**config.mk**
```make
export PLATFORM = sky130hd
export DESIGN_NAME = annexb_nal_splitter
export DESIGN_NICKNAME = d
export VERILOG_FILES = /design/src/sv/anbs_pkg.sv /design/src/sv/anbs_front.sv /design/src/sv/anbs_back.sv /design/src/sv/annexb_nal_splitter.sv
export VERILOG_INCLUDE_DIRS = /design/src /design/src/sv
export SDC_FILE = /design/constraint.sdc
export NUM_CORES = 1
export LEC_CHECK = 0
export CORE_MARGIN = 2
export CORE_UTILIZATION = 47
export DETAILED_ROUTE_END_ITERATION = 12
export DONT_BUFFER_PORTS = 1
export PLACE_DENSITY_LB_ADDON = 0.3
export SETUP_SLACK_MARGIN = 0.3
export SYNTH_ARGS = -nofsm -noshare
export SYNTH_HDL_FRONTEND = slang
export SYNTH_SLANG_ARGS = --single-unit
```
**constraint.sdc**
```tcl
create_clock -name clk -period 8.1 [get_ports clk]
set_clock_uncertainty 0.2 [all_clocks]
set_input_delay 0.405 -clock clk [delete_from_list [all_inputs] [get_ports clk]]
set_output_delay 0.405 -clock clk [all_outputs]
set_load 0.02 [all_outputs]
```
**src/sv/annexb_nal_splitter_assert.svh**
```systemverilog
// ---------------------------------------------------------------------------
// Assertion macros for the Annex B start code splitter
// Short forms for the checks at the end of the top level.
// ---------------------------------------------------------------------------
`ifndef ANNEXB_NAL_SPLITTER_ASSERT_SVH
`define ANNEXB_NAL_SPLITTER_ASSERT_SVH

// same-cycle implication, disabled in reset
`define ANBS_ASSERT_NOW(lbl, ante, cons, msg) \
  lbl: assert property (@(posedge clk) disable iff (!rst_n) (ante) |-> (cons)) \
    else $error(msg);

// next-cycle implication, disabled in reset
`define ANBS_ASSERT_NEXT(lbl, ante, cons, msg) \
  lbl: assert property (@(posedge clk) disable iff (!rst_n) (ante) |=> (cons)) \
    else $error(msg);

`endif

```
**src/sv/anbs_pkg.sv**
```systemverilog
// ---------------------------------------------------------------------------
// anbs_pkg
// Shared types and codes of the Annex B start code splitter.
// ---------------------------------------------------------------------------
package anbs_pkg;

  // parse modes
  localparam logic [1:0] MODE_START = 2'd0;
  localparam logic [1:0] MODE_BODY  = 2'd1;
  localparam logic [1:0] MODE_DROP  = 2'd2;

  // result status codes
  localparam logic [1:0] ST_DATA  = 2'd0;
  localparam logic [1:0] ST_BAD   = 2'd1;
  localparam logic [1:0] ST_SHORT = 2'd2;

  localparam logic [7:0] BYTE_ZERO = 8'h00;
  localparam logic [7:0] BYTE_ONE  = 8'h01;

  // results one input beat can cause
  localparam int MAX_RES   = 4;
  localparam int RES_IDX_W = $clog2(MAX_RES);
  localparam int RES_CNT_W = RES_IDX_W + 1;

  // bundles held between front and back
  localparam int QDEPTH  = 4;
  localparam int QPTR_W  = $clog2(QDEPTH);
  localparam int QCNT_W  = QPTR_W + 1;

  typedef struct packed {
    logic [7:0] data;
    logic       first;
    logic       last;
    logic [4:0] utype;
    logic [1:0] status;
  } res_t;

  typedef struct packed {
    logic [RES_CNT_W-1:0]      cnt;
    res_t [MAX_RES-1:0]        res;
  } bundle_t;

  typedef struct packed {
    logic    push;
    bundle_t bundle;
  } fq_wr_t;

endpackage

```
**src/sv/anbs_front.sv**
```systemverilog
// ---------------------------------------------------------------------------
// anbs_front
// Parses one packet byte per beat and builds the bundle of results it causes.
// ---------------------------------------------------------------------------
module anbs_front (
  input  logic                  clk,
  input  logic                  rst_n,
  input  logic                  accept,
  input  logic [7:0]            in_byte,
  input  logic                  in_packet_end,
  output anbs_pkg::fq_wr_t      fq_wr
);

  logic [1:0] mode_r, mode_nxt;
  logic [1:0] hdr_pos_r, hdr_pos_nxt;
  logic       hdr_nz_r, hdr_nz_nxt;
  logic [1:0] held_cnt_r, held_cnt_nxt;
  logic [4:0] cur_type_r, cur_type_nxt;
  logic       first_pend_r, first_pend_nxt;
  logic [7:0] pend_byte_r, pend_byte_nxt;
  logic       pend_valid_r, pend_valid_nxt;
  logic       pend_first_r, pend_first_nxt;
  anbs_pkg::bundle_t bundle;

  function automatic anbs_pkg::bundle_t add_res(
    anbs_pkg::bundle_t bd, logic [7:0] data, logic first, logic last,
    logic [4:0] utype, logic [1:0] status);
    anbs_pkg::bundle_t r;
    r = bd;
    if (r.cnt < anbs_pkg::RES_CNT_W'(anbs_pkg::MAX_RES)) begin
      r.res[r.cnt[anbs_pkg::RES_IDX_W-1:0]] = '{data, first, last, utype, status};
      r.cnt = r.cnt + 1'b1;
    end
    return r;
  endfunction

  always_comb begin
    logic [1:0] nz;
    logic       push_b, do_close, do_stat, go_start, go_body;
    logic [1:0] stat;
    logic [7:0] pb;
    logic       pv, pf, fp;
    logic [4:0] ct;
    logic       b_zero, b_one, e;
    anbs_pkg::bundle_t bd;

    b_zero = (in_byte == anbs_pkg::BYTE_ZERO);
    b_one  = (in_byte == anbs_pkg::BYTE_ONE);
    e      = in_packet_end;

    nz = 2'd0; push_b = 1'b0; do_close = 1'b0; do_stat = 1'b0;
    go_start = 1'b0; go_body = 1'b0; stat = anbs_pkg::ST_DATA;
    mode_nxt = mode_r; hdr_pos_nxt = hdr_pos_r; hdr_nz_nxt = hdr_nz_r;
    held_cnt_nxt = held_cnt_r;

    case (mode_r)
      anbs_pkg::MODE_BODY: begin
        if (b_one && held_cnt_r >= 2'd2) begin
          do_close = 1'b1;
          if (e) begin
            // keep the extra leading zero of a four-byte code as data
            nz = (held_cnt_r == 2'd3) ? 2'd1 : 2'd0;
            do_stat = 1'b1;
            stat = anbs_pkg::ST_SHORT;
            go_start = 1'b1;
          end else begin
            held_cnt_nxt = 2'd0;
          end
        end else if (b_zero) begin
          if (e) begin
            nz = (held_cnt_r == 2'd3) ? 2'd3 : held_cnt_r + 2'd1;
            do_close = 1'b1;
            go_start = 1'b1;
          end else if (held_cnt_r == 2'd3) begin
            nz = 2'd1;
          end else begin
            held_cnt_nxt = held_cnt_r + 2'd1;
          end
        end else begin
          // drop one of three held zeros at packet end
          nz = (e && held_cnt_r == 2'd3) ? 2'd2 : held_cnt_r;
          push_b = 1'b1;
          held_cnt_nxt = 2'd0;
          if (e) begin
            do_close = 1'b1;
            go_start = 1'b1;
          end
        end
      end
      anbs_pkg::MODE_DROP: begin
        if (e) go_start = 1'b1;
      end
      default: begin
        if (hdr_pos_r < 2'd2) begin
          hdr_nz_nxt = (hdr_pos_r == 2'd0) ? !b_zero : (hdr_nz_r | !b_zero);
          if (e) begin
            do_stat = 1'b1;
            stat = anbs_pkg::ST_SHORT;
            go_start = 1'b1;
          end else begin
            hdr_pos_nxt = hdr_pos_r + 2'd1;
          end
        end else if (hdr_pos_r == 2'd2) begin
          if (e) begin
            do_stat = 1'b1;
            stat = anbs_pkg::ST_SHORT;
            go_start = 1'b1;
          end else if (hdr_nz_r || !(b_one || b_zero)) begin
            do_stat = 1'b1;
            stat = anbs_pkg::ST_BAD;
            mode_nxt = anbs_pkg::MODE_DROP;
            hdr_pos_nxt = 2'd0;
          end else if (b_one) begin
            go_body = 1'b1;
          end else begin
            hdr_pos_nxt = 2'd3;
          end
        end else begin
          if (b_one && !e) begin
            go_body = 1'b1;
          end else begin
            do_stat = 1'b1;
            stat = anbs_pkg::ST_BAD;
            if (e) begin
              go_start = 1'b1;
            end else begin
              mode_nxt = anbs_pkg::MODE_DROP;
              hdr_pos_nxt = 2'd0;
            end
          end
        end
      end
    endcase

    // carry out the data pushes in order: held zeros, the byte, close, status
    bd = '0;
    pb = pend_byte_r; pv = pend_valid_r; pf = pend_first_r;
    fp = first_pend_r; ct = cur_type_r;
    for (int i = 0; i < 3; i++) begin
      if (i < int'(nz)) begin
        if (pv) bd = add_res(bd, pb, pf, 1'b0, ct, anbs_pkg::ST_DATA);
        pf = fp;
        if (fp) begin
          ct = 5'd0;
          fp = 1'b0;
        end
        pb = anbs_pkg::BYTE_ZERO;
        pv = 1'b1;
      end
    end
    if (push_b) begin
      if (pv) bd = add_res(bd, pb, pf, 1'b0, ct, anbs_pkg::ST_DATA);
      pf = fp;
      if (fp) begin
        ct = in_byte[4:0];
        fp = 1'b0;
      end
      pb = in_byte;
      pv = 1'b1;
    end
    if (do_close) begin
      if (pv) bd = add_res(bd, pb, pf, 1'b1, ct, anbs_pkg::ST_DATA);
      pv = 1'b0;
      fp = 1'b1;
    end
    if (do_stat) bd = add_res(bd, 8'd0, 1'b0, 1'b0, 5'd0, stat);
    if (go_start) begin
      mode_nxt = anbs_pkg::MODE_START;
      hdr_pos_nxt = 2'd0;
      held_cnt_nxt = 2'd0;
    end
    if (go_body) begin
      mode_nxt = anbs_pkg::MODE_BODY;
      hdr_pos_nxt = 2'd0;
      held_cnt_nxt = 2'd0;
      pv = 1'b0;
      fp = 1'b1;
    end

    pend_byte_nxt = pb; pend_valid_nxt = pv; pend_first_nxt = pf;
    first_pend_nxt = fp; cur_type_nxt = ct;
    bundle = bd;
  end

  assign fq_wr.push   = accept && (bundle.cnt != '0);
  assign fq_wr.bundle = bundle;

  always_ff @(posedge clk) begin
    if (!rst_n) begin
      mode_r       <= anbs_pkg::MODE_START;
      hdr_pos_r    <= 2'd0;
      held_cnt_r   <= 2'd0;
      first_pend_r <= 1'b1;
      pend_valid_r <= 1'b0;
      cur_type_r   <= 5'd0;
    end else if (accept) begin
      mode_r       <= mode_nxt;
      hdr_pos_r    <= hdr_pos_nxt;
      held_cnt_r   <= held_cnt_nxt;
      first_pend_r <= first_pend_nxt;
      pend_valid_r <= pend_valid_nxt;
      cur_type_r   <= cur_type_nxt;
    end
  end

  always_ff @(posedge clk) begin
    if (accept) begin
      hdr_nz_r     <= hdr_nz_nxt;
      pend_byte_r  <= pend_byte_nxt;
      pend_first_r <= pend_first_nxt;
    end
  end

endmodule

```
**src/sv/anbs_back.sv**
```systemverilog
// ---------------------------------------------------------------------------
// anbs_back
// Queues result bundles and hands their results out one beat at a time.
// ---------------------------------------------------------------------------
module anbs_back (
  input  logic              clk,
  input  logic              rst_n,
  input  anbs_pkg::fq_wr_t  fq_wr,
  output logic              full,
  output logic              out_empty,
  input  logic              out_pop,
  output logic [7:0]        out_byte,
  output logic              out_unit_first,
  output logic              out_unit_last,
  output logic [4:0]        out_unit_type,
  output logic [1:0]        out_status
);

  anbs_pkg::bundle_t q_r [anbs_pkg::QDEPTH];
  logic [anbs_pkg::QPTR_W-1:0]    wr_ptr_r, rd_ptr_r;
  logic [anbs_pkg::QCNT_W-1:0]    cnt_r, cnt_nxt;
  logic [anbs_pkg::RES_IDX_W-1:0] idx_r;
  anbs_pkg::bundle_t head;
  anbs_pkg::res_t    cur;
  logic pop_ok, head_done, deq;

  assign head      = q_r[rd_ptr_r];
  assign cur       = head.res[idx_r];
  assign out_empty = (cnt_r == '0);
  assign full      = (cnt_r == anbs_pkg::QCNT_W'(anbs_pkg::QDEPTH));
  assign pop_ok    = out_pop && !out_empty;
  assign head_done = ({1'b0, idx_r} + 1'b1) == head.cnt;
  assign deq       = pop_ok && head_done;
  assign cnt_nxt   = cnt_r + anbs_pkg::QCNT_W'(fq_wr.push) - anbs_pkg::QCNT_W'(deq);

  assign out_byte       = cur.data;
  assign out_unit_first = cur.first;
  assign out_unit_last  = cur.last;
  assign out_unit_type  = cur.utype;
  assign out_status     = cur.status;

  always_ff @(posedge clk) begin
    if (fq_wr.push) q_r[wr_ptr_r] <= fq_wr.bundle;
  end

  always_ff @(posedge clk) begin
    if (!rst_n) begin
      wr_ptr_r <= '0;
      rd_ptr_r <= '0;
      cnt_r    <= '0;
      idx_r    <= '0;
    end else begin
      cnt_r <= cnt_nxt;
      if (fq_wr.push) wr_ptr_r <= wr_ptr_r + 1'b1;
      if (pop_ok) begin
        // advance within the bundle, retire it after its last result
        if (head_done) begin
          idx_r    <= '0;
          rd_ptr_r <= rd_ptr_r + 1'b1;
        end else begin
          idx_r <= idx_r + 1'b1;
        end
      end
    end
  end

endmodule

```
**src/sv/annexb_nal_splitter.sv**
```systemverilog
// A packet's bytes are taken at one byte per clock while in_full is low. Each
// byte's results (up to four: unit bytes with start codes removed, or a bad
// start code or short packet report) are formed in the cycle the byte is taken
// and wait in a four-bundle queue; the result side hands out one result per
// clock while out_pop is high. When no earlier bundle waits, the first
// result of a byte is visible the cycle after that byte is taken.
// in_full rises when four bundles wait; the result-side pop rate sets the
// sustained input rate whenever bytes cause more than one result each.
// ---------------------------------------------------------------------------
// annexb_nal_splitter
// Annex B start code parser: splits a packet byte stream into unit bytes.
// ---------------------------------------------------------------------------
module annexb_nal_splitter (
  input  logic       clk,
  input  logic       rst_n,
  input  logic       in_push,
  output logic       in_full,
  input  logic [7:0] in_byte,
  input  logic       in_packet_end,
  output logic       out_empty,
  input  logic       out_pop,
  output logic [7:0] out_byte,
  output logic       out_unit_first,
  output logic       out_unit_last,
  output logic [4:0] out_unit_type,
  output logic [1:0] out_status
);

  `include "annexb_nal_splitter_assert.svh"

  anbs_pkg::fq_wr_t fq_wr;
  logic accept;

  assign accept = in_push && !in_full;

  anbs_front u_front (
    .clk           (clk),
    .rst_n         (rst_n),
    .accept        (accept),
    .in_byte       (in_byte),
    .in_packet_end (in_packet_end),
    .fq_wr         (fq_wr)
  );

  anbs_back u_back (
    .clk            (clk),
    .rst_n          (rst_n),
    .fq_wr          (fq_wr),
    .full           (in_full),
    .out_empty      (out_empty),
    .out_pop        (out_pop),
    .out_byte       (out_byte),
    .out_unit_first (out_unit_first),
    .out_unit_last  (out_unit_last),
    .out_unit_type  (out_unit_type),
    .out_status     (out_status)
  );

  `ANBS_ASSERT_NOW(a_full_has_results, in_full, !out_empty, "queue full but no result shown")
  `ANBS_ASSERT_NOW(a_push_nonempty, fq_wr.push, fq_wr.bundle.cnt != '0, "empty bundle queued")
  `ANBS_ASSERT_NOW(a_report_clean, !out_empty && out_status != anbs_pkg::ST_DATA, out_byte == 8'd0 && !out_unit_first && !out_unit_last && out_unit_type == 5'd0, "report carries payload")
  `ANBS_ASSERT_NEXT(a_push_shows, fq_wr.push, !out_empty, "queued bundle not shown")

endmodule

```
==> metrics.md, run 1 <==
| Metric | Value |
|---|---|
| Status | `finished clean` |
| Post-DP HPWL | `20.59 mm` |
| Relative max-transition margin | `39.50%` |
| Post-synth top cells | `edfxtp_1, mux4_2, nand2_1` |
| First-pass GRT wire length | `49.02 mm` |
| Drt wl/cell | `24.76 microns` |
| Synthesized instance count | `862` |
| Num CTS Buffers | `31` |
| Post-synth ARST share | `0%` |
| Pins Over Slew Limit | `0` |
| Post-Syn Area | `14,200 sq um` |
| Fmax | `141.5 MHz` |
| Final Setup Violations | `0` |
| Vias per Instance | `6.104` |
| M1 GR Usage | `29.80%` |
| Num rows | `63` |
| Post-synth EDFFs | `294` |
| Antenna viol nets, final | `0` |
| Clock root cell | `clkbuf_16` |
| Crit path required time | `8.37 ns` |
| Fin nets | `915` |
| Dominant cell type by area after synthesis | `edfxtp_1` |
| Global route hottest layer | `met2` |
| CTS clk-pin slew, worst paths | `0.06 ns` |
| Register area share after synthesis | `65.54%` |
| Die span in x | `177.8 microns` |
| Initial antenna violation count | `1` |
| Worst-margin pin slew | `0.9075 ns` |
| Crit Path Max Fanout | `9` |
| RSZ-0062 raised after global routing | `no` |
| Maxcap violations | `0` |
| Worst-Skew Late Latency | `0.57 ns` |
| Drt pass-1 iters | `5` |
| Met3 GRT Util | `3.728%` |
| Slowest cell on the critical path | `fa_1` |
| Worst Hold Class | `in2reg` |
| Pin count of the biggest net entering global routing | `72` |
| Worst EP arrival | `7.34 ns` |
| GRT Overall Usage | `20.80%` |
| Unique masters post-synth | `70` |
| Top cells by area, synth | `edfxtp_1, mux4_2, dfxtp_1` |
| Met2 usage | `33.07%` |
| CTS tree | `built` |
| IO buf count | `0` |
| GPL Wtd Cong | `0.9653` |
| Avg Cell Area, Syn | `16.48 sq um` |
| Synth Register Bits | `318` |
| Final worst path period share | `87.28%` |
| Worst Hold Slack | `0.009715 ns` |
| Starting DRC count in detailed routing | `811` |
| Layout area overhead | `11.42%` |
| R2R setup slack | `1.03 ns` |
| IO Count | `32` |
| CP max stage delay | `0.51 ns` |
| Shortest period the worst path allows | `7.069 ns` |
| Die Span Y | `177.8 microns` |
| Most frequent cell after synthesis | `edfxtp_1` |
| H-tree depth | `1` |
| Final Hold Fails | `0` |
| Crit-path most repeated cell | `ha_1` |
| CP Launch Type | `flip-flop` |
| GRT overflow | `0` |
| Worst VDD drop | `0.1812 mV` |
| Die area | `31,630 sq um` |
| Vias in the first global route | `8,011` |
| Drt drc | `0` |
| Layout cells sized above 1 | `19.71%` |
| Post-Route WL | `31.92 mm` |
| Clk buf depth | `3` |
| Clock sinks | `318` |
| Top-area cell type share of the netlist area | `62.16%` |
| Crit. End Element | `flip-flop` |
| Top_reg_cell synth | `edfxtp_1` |
| Placeable Area | `29,720 sq um` |
| Pwr/cell area | `240.2 nW/um^2` |
| Post-Syn Nets | `903` |
| Leak | `5.031 nW` |
| Kind of critical path | `reg2reg` |
| Final Util | `53.25%` |
| Routed via count | `7,868` |
| Setup_tns | `0 ns` |
| Syn. warnings | `0` |
| Initial core utilization | `47.80%` |
## routing by layer
layer | vias to the layer above | wire length, microns
met5 | - | 0
met4 | 0 | 637
met3 | 53 | 2055
met2 | 277 | 15360
met1 | 4023 | 13870
li1 | 3515 | -
## report_power, final
group / internal [mW] / switching (mW) / total (mW) / leakage (nW)
Sequential: 1.87 / 0.0507 / 1.92 / 2.94
Combinational: 0.183 / 0.255 / 0.437 / 1.59
Clock: 0.851 / 0.594 / 1.45 / 0.502
Total: 2.90 / 0.900 / 3.80 / 5.03
## cell usage in the layout (no fill, tap or decap), drive strengths merged, types with 8 or more instances in the layout
master,count
nand2,50
mux4,88
o21a,8
nand3,18
mux2i,8
nor3,8
nor2b,11
buf,22
o22ai,16
a21oi,14
inv,30
a32o,20
ha,26
edfxtp,294
clkinv,12
clkbuf,41
o21ai,22
nor2,40
and2,19
a22o,9
dfxtp,24
## worst max-delay path, delay by kind of cell, from the launching register on
| family | cells | cell delay [ns] |
|---|---|---|
| xor gates and xnor gates | 2 | 0.27 |
| buffers and inverters | 5 | 0.46 |
| and+or+nand+nor | 10 | 1.92 |
| DFF | 1 | 0.50 |
| adders and majority gates | 8 | 2.52 |
| AOI/OAI and AO/OA | 6 | 1.08 |
## cell families (layout without fill, tap and decap cells)
kind of cell	after synthesis	count (layout)	share of synthesized area, %
buf+inv	81	117	2.317
other cells	0	1	0
compound gates	141	141	7.514
mux	98	98	14.68
flops	318	318	65.54
simple gates	185	185	6.651
fa+ha+maj	28	28	2.572
xor+xnor	11	11	0.7312
## state kept, by name (all words and copies together), names as in the netlist, named ones only
register / cells
u_back.q_r: 284
u_front.pend_byte_r: 8
u_front.cur_type_r: 5
u_back.cnt_r: 3
u_back.idx_r: 2
u_back.rd_ptr_r: 2
u_back.wr_ptr_r: 2
u_front.hdr_pos_r: 2
u_front.held_cnt_r: 2
u_front.mode_r: 2
u_front.first_pend_r: 1
u_front.hdr_nz_r: 1
u_front.pend_first_r: 1
u_front.pend_valid_r: 1
## through the flow
stage | cell area (sq um) | instances | setup slack [ns] | total power, mW
4_1_cts | 15810 | 1288 | 0.7667 | 3.837
5_1_grt | 15830 | 1289 | 0.3614 | 3.934
3_3_place_gp | 14710 | 1224 | 0.6237 | 2.383
3_5_place_dp | 14710 | 1224 | 0.5445 | 2.393
2_1_floorplan | 14210 | 862 | 0.7172 | 2.277
6_report | 15830 | 1289 | 1.031 | 3.802
## area by class of cell
type | instances | area, sq um
Fill cell | 2345 | 13890
Sequential cell | 318 | 9318
Multi-Input combinational cell | 463 | 4586
Clock buffer | 41 | 833.3
Tap cell | 390 | 488.0
Timing Repair Buffer | 29 | 285.3
Clock inverter | 16 | 196.4
Inverter | 31 | 116.4
Antenna cell | 1 | 2.502
## worst paths after layout
check                           end                  start  cells after the start
setup / recovery    u_back.cnt_r[2]  u_front.held_cnt_r[1]                     31
hold / removal    u_back.q_r[2][56]             in_byte[3]                      1
setup reg to reg    u_back.cnt_r[2]  u_front.held_cnt_r[1]                     31
hold reg to reg   u_front.mode_r[0]      u_front.mode_r[0]                      2
## repair_timing
action | CTS | global route
resized for setup | 0 | 4
buffers inserted | 0 | 0
endpoints found under the setup margin | 0 | 1
hold endpoints to repair | 65 | 0
hold buffers | 7 | 0
Power figures use the tool's default switching activity.
==> run 2, diff against run 1 <==
Settings changed: GPL_TIMING_DRIVEN set to 0.
==> run 2 against run 1 <==
  * Cell area is 0.91% higher
  * Cell count is 2.4% higher
  * Utilization increased by 0.48 points
  * Power rose by 1.2%
  * Global-route usage up 1.4 points
  * Flip-flop and latch count stayed put
  * Count of clock-buffer cells in the layout stayed put
  * Via count grew 4.2%
  * Critical path type is now in2reg
==> metrics.md, run 2 (synthesis results as in run 1) <==
| Metric | Value |
|---|---|
| Layout area overhead | `12.43%` |
| Initial antenna violation count | `0 (-1)` |
| Leak | `5.049 nW (+0.37%)` |
| Layout cells sized above 1 | `19.46% (-0.25 points)` |
| Final Util | `53.74% (+0.48 points)` |
| Final worst path period share | `90.80% (+3.5 points)` |
| Pins Over Slew Limit | `0 (unchanged)` |
| Commonest non-fill, non-tap cell in the layout | `edfxtp_1` |
| CTS clk-pin slew, worst paths | `0.06 ns (about the same)` |
| Routed via count | `8,198 (+4.2%)` |
| Worst Hold Class | `in2reg` |
| Status | `finished clean` |
| Biggest register | `u_back.q_r` |
| Cells after DPL | `1,256 (+2.6%)` |
| Worst EP arrival | `7.55 ns (+0.21 ns)` |
| Crit Path Max Fanout | `11 (+2)` |
| Relative max-transition margin | `16.50% (-23 points)` |
| Layout Cells excl Fill | `1,320 (+2.4%)` |
| Crit path required time | `8.30 ns (-0.07 ns)` |
| Starting DRC count in detailed routing | `906 (+12%)` |
| Worst reg2reg startpoint | `u_front.held_cnt_r[0]` |
| Worst-Skew Late Latency | `0.51 ns (-0.06 ns)` |
| Fmax | `136.0 MHz (-3.9%)` |
| CTS tree | `built` |
| Drt pass-1 iters | `6 (+1)` |
| Crit. End Element | `flip-flop` |
| Critical Path Start | `in_byte[4]` |
| Final Setup Violations | `0 (unchanged)` |
| R2R setup slack | `0.87 ns (-0.16 ns)` |
| CP max stage delay | `0.61 ns (+0.10 ns)` |
| Slowest cell on the critical path | `fa_1` |
| First-pass GRT wire length | `51.11 mm (+4.3%)` |
| Vias per Instance | `6.211 (+1.7%)` |
| Maxcap violations | `0 (unchanged)` |
| Antenna viol nets, final | `0 (unchanged)` |
| Die span in x | `177.8 microns (unchanged)` |
| Inserted Diodes | `0 (-1)` |
| GRT Overall Usage | `22.24% (+1.4 points)` |
| Num rows | `63 (unchanged)` |
| Clk buf depth | `3 (unchanged)` |
| RSZ-0062 raised after global routing | `no` |
| GPL Wtd Cong | `0.9571 (-0.85%)` |
| Die area | `31,630 sq um (unchanged)` |
| Drt drc | `0 (unchanged)` |
| Worst-margin pin slew | `1.252 ns (+0.3450 ns)` |
| GRT overflow | `0 (unchanged)` |
| Post-DP HPWL | `22.14 mm (+7.5%)` |
| Vias in the first global route | `8,270 (+3.2%)` |
| Die Span Y | `177.8 microns (unchanged)` |
| H-tree depth | `2 (+1)` |
| Worst VDD drop | `0.1249 mV (-31%)` |
| Largest registers | `u_back.q_r (284), u_front.pend_byte_r (8), u_front.cur_type_r (5)` |
| Pin count of the biggest net entering global routing | `57 (-21%)` |
| Commonest cells after routing, fill and taps aside | `edfxtp_1, mux4_2, nand2_1, nor2_1, clkbuf_1` |
| IO buf count | `0 (unchanged)` |
| IO Count | `32 (unchanged)` |
| Drt wl/cell | `25.84 microns (+4.4%)` |
| Final WS setup | `0.7455 ns (-0.2851 ns)` |
| Clock root cell | `clkbuf_16` |
| Worst Hold Slack | `0.05688 ns (+0.04717 ns)` |
| CP Launch Type | `primary input` |
| Shortest period the worst path allows | `7.354 ns (+0.2851 ns)` |
| Placeable Area | `29,720 sq um (unchanged)` |
| Post-Route WL | `34.11 mm (+6.9%)` |
| Initial core utilization | `47.80% (unchanged)` |
| Fill cells | `2,374 (+1.2%)` |
| Fin nets | `948 (+3.6%)` |
| Final Hold Fails | `0 (unchanged)` |
| Clock sinks | `318 (unchanged)` |
| Num CTS Buffers | `34 (+9.7%)` |
| Pre-CTS WS | `-1.148 ns (-1.692 ns)` |
| Max reg flops | `284 (unchanged)` |
| Pwr/cell area | `241.0 nW/um^2 (+0.34%)` |
| Worst Min Path Start | `rst_n` |
| Kind of critical path | `in2reg` |
-- run 2: report_power, final --
part	internal, mW	leakage [nW]	switching (mW)
combinational	0.188	1.60	0.297
clock	0.862	0.508	0.606
sequential	1.87	2.94	0.0274
total	2.92	5.05	0.931
-- run 2: final cells by class --
| class | count | area, sq um | share of cell area, % |
|---|---|---|---|
| inverter | 31 | 116.4 | 0.7287 |
| sequential | 318 | 9310 | 58.30 |
| clock inverter | 18 | 141.4 | 0.8854 |
| clock buffer | 41 | 908.4 | 5.688 |
| tap | 390 | 488.0 | 3.056 |
| timing repair buffer | 9 | 142.6 | 0.8932 |
| multi-input combinational | 463 | 4639 | 29.05 |
| buffer | 50 | 222.7 | 1.395 |
-- run 2: per-layer routing --
metal  part of all wire, %  up-vias  global-route usage (%)  wire length (microns)
li1                      -     3591                       -                      -
met1                    43     4252                   31.73                  14610
met2                    48      304                   35.35                  16410
met3                   6.8       51                   3.963                   2305
met4                   2.3        0                   6.318                    788
met5                     0        -                       0                      0
-- run 2: final timing paths --
| kind | to | cells after the start |
|---|---|---|
| setup reg to reg | u_back.cnt_r[2] | 33 |
| setup / recovery | u_back.cnt_r[2] | 33 |
| hold reg to reg | u_front.mode_r[0] | 2 |
| hold / removal | u_front.first_pend_r | 2 |
-- run 2: per-stage QoR --
stage	TNS (ns)	area (sq um)	power [mW]
after global placement	-512.32	14700	2.400
final	0	15970	3.849
after global routing	0	15970	3.979
after floorplan	0	14210	2.277
after detailed placement	-233.45	14800	2.416
after CTS	0	15910	3.881
-- run 2: critical path: cells and delay by family --
kind / cells / cell delay, ns
and+or+nand+nor: 10 / 2.22
AOI/OAI and AO/OA: 6 / 1.55
xor gates and xnor gates: 2 / 0.28
buffers and inverters: 9 / 1.24
adders and majority gates: 6 / 1.86
-- run 2: what timing repair did --
item / 4_1_cts / 5_1_grt
gates resized for setup: 13 / 9
pin swaps: 1 / 3
buffers inserted: 1 / 3
setup endpoints to repair: 383 / 200
hold endpoints to repair: 5 / 0
hold buffers: 1 / 0
==> run 3, diff against run 2 <==
Settings changed: RECOVER_POWER set to 25.
==> run 3 against run 2 <==
  * Sequential share of layout area about the same
  * Utilization is essentially flat
  * Via count increased by 0.30%
  * Sequential power hardly changed
  * Critical path depth unchanged
==> metrics.md, run 3 (synthesis results as in run 1) <==
| Metric | Value |
|---|---|
| Max reg flops | `284 (unchanged)` |
| Overall power | `3.847 mW (about the same)` |
| Initial core utilization | `47.80% (unchanged)` |
| Final Setup Violations | `0 (unchanged)` |
| Drt wl/cell | `25.93 microns (+0.34%)` |
| Crit path required time | `8.30 ns (about the same)` |
| Die area | `31,630 sq um (unchanged)` |
| Worst-Skew Late Latency | `0.50 ns (about the same)` |
| Kind of critical path | `in2reg` |
| Leak | `5.039 nW (-0.22%)` |
| Layout cells sized above 1 | `19.14% (-0.32 points)` |
| Worst Hold Class | `in2reg` |
| Num rows | `63 (unchanged)` |
| Drt drc | `0 (unchanged)` |
| Area after DPL | `14,800 sq um (unchanged)` |
| Die span in x | `177.8 microns (unchanged)` |
| GRT Overall Usage | `22.24% (unchanged)` |
| Crit. End Element | `flip-flop` |
| Critical path's top delay family | `simple AND/OR/NAND/NOR gates` |
| Hold Path Sink | `u_front.pend_byte_r[7]` |
| Worst Hold Slack | `0.06274 ns (+0.005854 ns)` |
| Cells after DPL | `1,256 (unchanged)` |
| Biggest register | `u_back.q_r` |
| Starting DRC count in detailed routing | `997 (+10%)` |
| Pins Over Slew Limit | `0 (unchanged)` |
| Pin count of the biggest net entering global routing | `57 (unchanged)` |
| Clk buf depth | `3 (unchanged)` |
| Crit Path Max Fanout | `11 (unchanged)` |
| Worst VDD drop | `0.1246 mV (-0.26%)` |
| Final worst path period share | `92.43% (+1.6 points)` |
| Setup_tns | `0 ns (unchanged)` |
| Worst Min Path Start | `in_byte[7]` |
| Fin nets | `948 (unchanged)` |
| R2r endpoint | `u_back.cnt_r[2]` |
| Slowest cell on the critical path | `fa_1` |
| GRT overflow | `0 (unchanged)` |
| Vias per Instance | `6.230 (+0.30%)` |
| Worst reg2reg startpoint | `u_front.held_cnt_r[0]` |
| H-tree depth | `2 (unchanged)` |
| Multi-input logic area | `4637 sq um (about the same)` |
| RSZ-0062 raised after global routing | `no` |
| Final Hold Fails | `0 (unchanged)` |
| GPL Wtd Cong | `0.9571 (unchanged)` |
| Relative max-transition margin | `17.50% (+1.0 points)` |
| Num CTS Buffers | `34 (unchanged)` |
| Die Span Y | `177.8 microns (unchanged)` |
| Hold Path Depth | `3 (+1)` |
| Commonest cells after routing, fill and taps aside | `edfxtp_1, mux4_2, nand2_1, clkbuf_1, nor2_1` |
| Drt pass-1 iters | `6 (unchanged)` |
| Commonest non-fill, non-tap cell in the layout | `edfxtp_1` |
| Antenna viol nets, final | `0 (unchanged)` |
| Fmax | `133.6 MHz (-1.8%)` |
| IO Count | `32 (unchanged)` |
| CTS clk-pin slew, worst paths | `0.06 ns (about the same)` |
| Final Util | `53.70% (about the same)` |
| CP max stage delay | `0.60 ns (about the same)` |
| Worst Reg-to-Reg Cells | `33 (unchanged)` |
| Placeable Area | `29,720 sq um (unchanged)` |
| Shortest period the worst path allows | `7.487 ns (+0.1321 ns)` |
| Largest registers | `u_back.q_r (284), u_front.pend_byte_r (8), u_front.cur_type_r (5)` |
| Final WS setup | `0.6135 ns (-0.1321 ns)` |
| Status | `finished clean` |
| Register area | `9310 sq um (unchanged)` |
| IO buf count | `0 (unchanged)` |
| Initial antenna violation count | `0 (unchanged)` |
| CP Launch Type | `primary input` |
| Worst-margin pin slew | `1.238 ns (-0.01495 ns)` |
| Routed via count | `8,223 (+0.30%)` |
| CTS tree | `built` |
| Pwr/cell area | `241.1 nW/um^2 (about the same)` |
| R2R setup slack | `0.73 ns (-0.14 ns)` |
| Clock root cell | `clkbuf_16` |
| Maxcap violations | `0 (unchanged)` |
| Finished Cell Area | `15,960 sq um (about the same)` |
| Worst EP arrival | `7.68 ns (+0.13 ns)` |
| Inserted Diodes | `0 (unchanged)` |
| First-pass GRT wire length | `51.11 mm (unchanged)` |
| Vias in the first global route | `8,270 (unchanged)` |
| Layout area overhead | `12.36% (about the same)` |
| Pre-CTS WS | `-1.148 ns (unchanged)` |
| Clock sinks | `318 (unchanged)` |
| Fill cells | `2,375 (+0.042%)` |
| Layout Cells excl Fill | `1,320 (unchanged)` |
| Post-Route WL | `34.23 mm (+0.34%)` |
| Post-DP HPWL | `22.14 mm (unchanged)` |
| CP bufs+invs | `9 (unchanged)` |
-- run 3: where the power goes --
group / internal, mW / switching (mW)
clock network: 0.862 / 0.605
registers: 1.87 / 0.0272
logic: 0.186 / 0.297
total: 2.92 / 0.930
-- run 3: timing repair --
item	CTS	global route
pin swaps	1	3
resized for setup	13	9
buffers inserted	1	3
hold endpoints to repair	5	0
hold buffers	1	0
setup endpoints to repair	383	200
-- run 3: final cells by class --
class,instances,area share [%]
multi-input cells,463,29.06
clock inverters,18,0.8859
flip-flops and latches,318,58.34
repair buffers,9,0.8938
clock buffers,41,5.692
well taps,390,3.058
plain buffers,50,1.348
inverters,31,0.7291
-- run 3: worst register-to-register path, delay by kind of cell, from the launching register on --
kind	cells	cell delay, ns
xor gates and xnor gates	2	0.28
buffers and inverters	8	1.07
adders and majority gates	7	2.10
AOI/OAI and AO/OA	6	1.49
DFF	1	0.34
and+or+nand+nor	10	1.78
-- run 3: worst max path at each step --
stage | start | end | cells after the start
final | in_byte[4] | u_back.cnt_r[2] | 33
after global routing | in_byte[4] | u_back.cnt_r[2] | 33
after CTS | u_front.held_cnt_r[1] | u_back.cnt_r[2] | 31
after detailed placement | in_byte[4] | u_back.cnt_r[2] | 33
after global placement | in_byte[4] | u_back.q_r[1][15] | 25
after floorplan | in_byte[4] | u_back.cnt_r[2] | 33
-- run 3: layer usage --
layer / GRT usage (%) / vias to the layer above / routed length (microns)
met3: 3.963 / 53 / 2325
met2: 35.35 / 315 / 16470
met4: 6.318 / 0 / 830
li1: - / 3591 / -
met5: 0 / - / 0
met1: 31.73 / 4264 / 14600
